**config.mk**
```make
export PLATFORM = sky130hd
export DESIGN_NAME = pnof_store
export DESIGN_NICKNAME = d
export VERILOG_FILES = /design/src/rtl/pnof_pkg.sv /design/src/rtl/pnof_store.sv
export SDC_FILE = /design/constraint.sdc
export NUM_CORES = 2
export LEC_CHECK = 0
export ABC_CLOCK_PERIOD_IN_PS = 9200
export BUFFER_PORTS_ARGS = -buffer_cell sky130_fd_sc_hd__buf_2
export CORE_ASPECT_RATIO = 2
export CORE_MARGIN = 3
export CORE_UTILIZATION = 45
export CTS_CLUSTER_DIAMETER = 30
export DETAILED_ROUTE_END_ITERATION = 10
export PLACE_DENSITY_LB_ADDON = 0.25
export SLEW_MARGIN = 40
export SYNTH_ARGS = -nofsm -noshare
export SYNTH_HDL_FRONTEND = slang
export SYNTH_MEMORY_MAX_BITS = 65536
export SYNTH_SLANG_ARGS = --single-unit
```
**constraint.sdc**
```tcl
create_clock -name aclk -period 9.2 [get_ports aclk]
set_clock_uncertainty 0.1 [all_clocks]
set_input_delay 1.84 -clock aclk [delete_from_list [all_inputs] [get_ports aclk]]
set_output_delay 1.84 -clock aclk [all_outputs]
set_load 0.01 [all_outputs]
```
**src/rtl/pnof_pkg.sv**
```systemverilog
// Shared sizes, codes and port structs of the Petri net omega firing block.
// Used by pnof_store and petri_net_omega_firing_top; it depends on nothing else.
package pnof_pkg;

    localparam int PLACE_COUNT     = 16;
    localparam int TRANS_COUNT     = 16;
    localparam int TOKEN_BITS      = 16;
    localparam int WEIGHT_BITS     = 8;
    localparam int MAX_RES         = 16;

    localparam int PLACE_W = (PLACE_COUNT > 1) ? $clog2(PLACE_COUNT) : 1;
    localparam int TRANS_W = (TRANS_COUNT > 1) ? $clog2(TRANS_COUNT) : 1;
    localparam int PCNT_W  = $clog2(PLACE_COUNT + 1);
    localparam int RES_W   = $clog2(MAX_RES + 1);
    localparam int SUM_W   = ((TOKEN_BITS > WEIGHT_BITS) ? TOKEN_BITS : WEIGHT_BITS) + 1;
    localparam int DIFF_W  = SUM_W + 1;

    localparam logic [TOKEN_BITS-1:0] TOK_MAX = '1;

    typedef enum logic [2:0] {
        KIND_PRE_WEIGHT  = 3'd0,
        KIND_POST_WEIGHT = 3'd1,
        KIND_SET_PLACE   = 3'd2,
        KIND_FIRE        = 3'd3,
        KIND_LIST        = 3'd4,
        KIND_READ_PLACE  = 3'd5
    } kind_t;

    typedef enum logic [1:0] {
        STAT_OK           = 2'd0,
        STAT_NOT_ENABLED  = 2'd1,
        STAT_NONE_ENABLED = 2'd2,
        STAT_SATURATED    = 2'd3
    } status_t;

    typedef struct packed {
        logic                  omega;
        logic [TOKEN_BITS-1:0] count;
    } mark_t;

    typedef struct packed {
        logic [PLACE_W-1:0] place;
        logic [TRANS_W-1:0] trans;
    } rd_req_t;

    typedef struct packed {
        logic [WEIGHT_BITS-1:0] pre;
        logic [WEIGHT_BITS-1:0] post;
        mark_t                  mark;
    } rd_rsp_t;

    typedef struct packed {
        logic                   pre_en;
        logic                   post_en;
        logic [PLACE_W-1:0]     place;
        logic [TRANS_W-1:0]     trans;
        logic [WEIGHT_BITS-1:0] data;
    } wt_wr_t;

    typedef struct packed {
        logic               en;
        logic [PLACE_W-1:0] place;
        mark_t              mark;
    } mk_wr_t;

endpackage

```
**src/rtl/pnof_store.sv**
```systemverilog
// Weight tables and marking store with one registered read port each.
// After reset a clearing pass zeroes one entry per cycle while clr_busy is high.
// Depends on pnof_pkg.
module pnof_store (
    input  logic              aclk,
    input  logic              aresetn,
    input  pnof_pkg::rd_req_t rd_req,
    input  pnof_pkg::wt_wr_t  wt_wr,
    input  pnof_pkg::mk_wr_t  mk_wr,
    output pnof_pkg::rd_rsp_t rd_rsp,
    output logic              clr_busy
);
    import pnof_pkg::*;

    logic [WEIGHT_BITS-1:0] pre_mem  [PLACE_COUNT][TRANS_COUNT];
    logic [WEIGHT_BITS-1:0] post_mem [PLACE_COUNT][TRANS_COUNT];
    mark_t                  mark_mem [PLACE_COUNT];

    logic [WEIGHT_BITS-1:0] pre_q_reg;
    logic [WEIGHT_BITS-1:0] post_q_reg;
    mark_t                  mark_q_reg;
    logic                   clr_busy_reg;
    logic [PLACE_W-1:0]     clr_p_reg;
    logic [TRANS_W-1:0]     clr_t_reg;

    always_ff @(posedge aclk) begin
        if (!aresetn) begin
            clr_busy_reg <= 1'b1;
            clr_p_reg    <= '0;
            clr_t_reg    <= '0;
        end else if (clr_busy_reg) begin
            if (32'(clr_t_reg) == TRANS_COUNT - 1) begin
                clr_t_reg <= '0;
                if (32'(clr_p_reg) == PLACE_COUNT - 1) begin
                    clr_busy_reg <= 1'b0;
                end else begin
                    clr_p_reg <= clr_p_reg + 1'b1;
                end
            end else begin
                clr_t_reg <= clr_t_reg + 1'b1;
            end
        end
    end

    always_ff @(posedge aclk) begin
        if (clr_busy_reg) begin
            pre_mem[clr_p_reg][clr_t_reg]  <= '0;
            post_mem[clr_p_reg][clr_t_reg] <= '0;
            mark_mem[clr_p_reg]            <= '0;
        end else begin
            if (wt_wr.pre_en) begin
                pre_mem[wt_wr.place][wt_wr.trans] <= wt_wr.data;
            end
            if (wt_wr.post_en) begin
                post_mem[wt_wr.place][wt_wr.trans] <= wt_wr.data;
            end
            if (mk_wr.en) begin
                mark_mem[mk_wr.place] <= mk_wr.mark;
            end
        end
        pre_q_reg  <= pre_mem[rd_req.place][rd_req.trans];
        post_q_reg <= post_mem[rd_req.place][rd_req.trans];
        mark_q_reg <= mark_mem[rd_req.place];
    end

    assign rd_rsp.pre  = pre_q_reg;
    assign rd_rsp.post = post_q_reg;
    assign rd_rsp.mark = mark_q_reg;
    assign clr_busy    = clr_busy_reg;

endmodule

```
==> impl_results.md <==
* Die X at 443 um
* Drt first pass iters at 6
* Post-CTS sizing at 0
* Post-DR vias/cell at 6.14
* Overall routing resource usage at 25.4%
* Grt total ovfl at 0
* CP Cell Sequence: buf_12 > buf_16 > buf_4 > buf_6 > mux4_2 > mux4_2 > a211oi_1 > or4_1 > nor4_1
* Crit-path max cell delay at 740 ps
* Headroom to the max-slew limit at 36.7%
* Post-synth ARST share at 0%
* Top cells by count, synth: edfxtp_1 (4368), mux4_2 (869), mux2i_1 (644)
* Area Overhead vs Synth at 14.2%
* DR iter-0 viols at 8817
* CP max-delay cell: a211oi_1
* Leak at 67.8 nW
* Fmax at 183 MHz
* Post-layout min period at 5450 ps
* RR Startpoint: clr_p_reg[2]$_SDFFE_PN0P_
* CTS Buffer Depth at 4
* Fin. Hold Viols at 0
* Storage element area at 0.132 mm^2
* Placed cells at 13100
* Clk slew on worst S/H paths at 60 ps
* Top flop regs: post_mem x2048, pre_mem x2048, mark_mem x272
* Syn Inst Count at 8307
* Least-Margin Pin Slew at 946 ps
* IO Count at 84
* Crit path max-delay family: buffers and inverters
* RD Place Congestion at 0.932
* CP Max Fanout at 48
* Combinational family with the most area after synthesis: multiplexers
* Sum Neg Setup Slack at 0 ps
* Number of synthesized register bits at 4410
* Layout cells sized above 1 at 26.4%
* Drt drc at 0
* # port buffers at 83
* Mapped cell area at 0.172 mm^2
* Status: complete, no violations
* CP Launch Type: input pin
* Die ar. at 0.390 mm^2
* DRT antenna net count at 0
* Post-synthesis mux area share at 15.5%
* Syn nets at 8362
* Routed vias at 86400
* Synth area leader: edfxtp_1
* DP Area at 0.179 mm^2
* PnR worst setup slack at 3750 ps
* Row count at 320
* Synth Area in Adders at 0.0364%
* Tcrit/Tclk final at 59.3%
* Initial Util at 45.2%
* DIE HEIGHT at 880 um
* CTS sink count at 4410
* Antenna violations before repair at 40
* Compound-Gate Fraction of Synth Area at 3.23%
* Sequential cell area fraction in the yosys report at 76.8%
* Post-Synth XOR/XNOR Area at 0.0102%
* HPWL after DPL at 327 mm
* Root Driver: clkbuf_16
* Crit path DAT at 6170 ps
* Critical Path RT at 9920 ps
* Vias in the first global route at 89300
* R2R depth at 6
* Kind of critical path: input pin to flop
* Ys Warns at 0
* Main synth FF type: edfxtp_1
* Max IR drop VDD at 172 uV
* Cell area after layout at 0.196 mm^2
* Wire per inst at 35.5 um
* Min-delay worst type: flop to flop
* EDFF count, synth at 4368
* Post-synth top area share at 76.3%
* First-pass GRT wire length at 697 mm
* WP buf/inv at 4
* Total Wirelength at 499 mm
* Fill count at 29300
* Maxcap violations at 0
* Simple-Gate Fraction of Synth Area at 2.64%
* Setup repair bufs after CTS at 0
* Worst reg2reg path endpoint: pre_mem[7][94]$_DFFE_PP_
* Hold Path Cell Cnt at 2
* Most frequent cell on the critical path: mux4_2
* Slew Limit Fails at 0
* CP endpoint kind: flop
* Startpoint of the worst hold path: clr_t_reg[0]$_SDFFE_PN0P_
* Clock Latency Late Sink at 980 ps
* Count leader, synth: edfxtp_1
* CTS Buf Count at 474
* Multi-input gate area at 0.0378 mm^2
* Post-Place Worst Slack at 2450 ps
* Number of library cell types mapped by synthesis at 63
* Final #Nets at 8685
* Area contributors post-synth: edfxtp_1 (76%), mux4_2 (11%), mux2i_1 (3.8%)
* CTS tree: built
* Hold-fix buffers, CTS at 0
* Worst R2R Setup Slack at 5320 ps
* Setup violations, final at 0
* Pin count of the biggest net entering global routing at 179
* Pwr Density at 221 mW/mm^2
* # H-tree levels at 5
* WHS Endpoint: clr_t_reg[0]$_SDFFE_PN0P_
* Core Area at 0.380 mm^2
* Non-filler cells, final at 14100
* RSZ-0062 raised after global routing: false
* Syn_area_per_cell at 20.7 um^2
placed cells by master (no fill, tap or decap), types with 157 or more instances in the layout:
cell type | Yosys | layout
edfxtp_1 | 4368 | 4368
mux4_2 | 869 | 869
mux2i_1 | 644 | 644
clkbuf_16 | 0 | 480
nor2_1 | 600 | 386
o221ai_1 | 213 | 213
nor2_2 | 0 | 206
buf_4 | 70 | 204
o22ai_1 | 186 | 178
a21oi_1 | 165 | 157
cell families (layout without fill, tap and decap cells):
group / count (synthesis) / after routing
AOI/OAI and AO/OA: 800 / 800
xor gates and xnor gates: 2 / 2
adders and majority gates: 5 / 5
buffers and inverters: 516 / 1251
DFF: 4410 / 4410
muxes: 1543 / 1543
other: 0 / 43
and+or+nand+nor: 1031 / 1031
layer usage:
metal / GRT usage (%) / wire [um] / vias to the layer above
li1: - / - / 35500
met1: 25.7 / 154000 / 45800
met2: 46.3 / 269000 / 3906
met3: 3.79 / 29400 / 1189
met4: 20.6 / 47500 / 2
met5: 0 / 11 / -
metrics by stage:
step                      hold WS [ps]  util, %  power (mW)
after floorplan                    405        -        23.2
after global placement             418     46.8        23.9
after detailed placement           452     47.0        23.9
after CTS                          462     51.4        43.6
after global routing               499     51.6        44.4
final                              460     51.6        43.4
cell type report:
class                      instances  share of cell area (%)
clock inverter                   365                    2.19
inverter                           7                  0.0198
sequential                      4410                    67.3
multi-input combinational       3381                    19.3
timing repair buffer             356                    1.75
clock buffer                     523                    6.23
tap                             4991                    3.18
antenna                           43                  0.0549
tightest hold or removal path, stage by stage, from the launching register on:
cell and delay, ps:
dfxtp_1 360, nand2b_1 90, a21oi_1 60
worst max path at each step:
stage,start,end,slack (ps),cells past startpoint
finish,rd_req[4],pre_q_reg[2]$_DFF_P_,3750,9
global route,rd_req[4],post_q_reg[7]$_DFF_P_,3710,11
CTS,rd_req[4],pre_q_reg[2]$_DFF_P_,3480,9
detailed placement,rd_req[4],pre_q_reg[2]$_DFF_P_,2450,9
global placement,rd_req[4],pre_q_reg[0]$_DFF_P_,1830,9
floorplan,wt_wr[16],post_mem[0][0]$_DFFE_PP_,2630,3
report_power, final:
part	internal [mW]	total (mW)	switching (mW)	leakage (nW)
Sequential	21.8	21.8	0.0399	45.8
Combinational	0.598	1.65	1.05	14.0
Clock	11.5	19.9	8.37	7.93
Power figures use the tool's default switching activity.
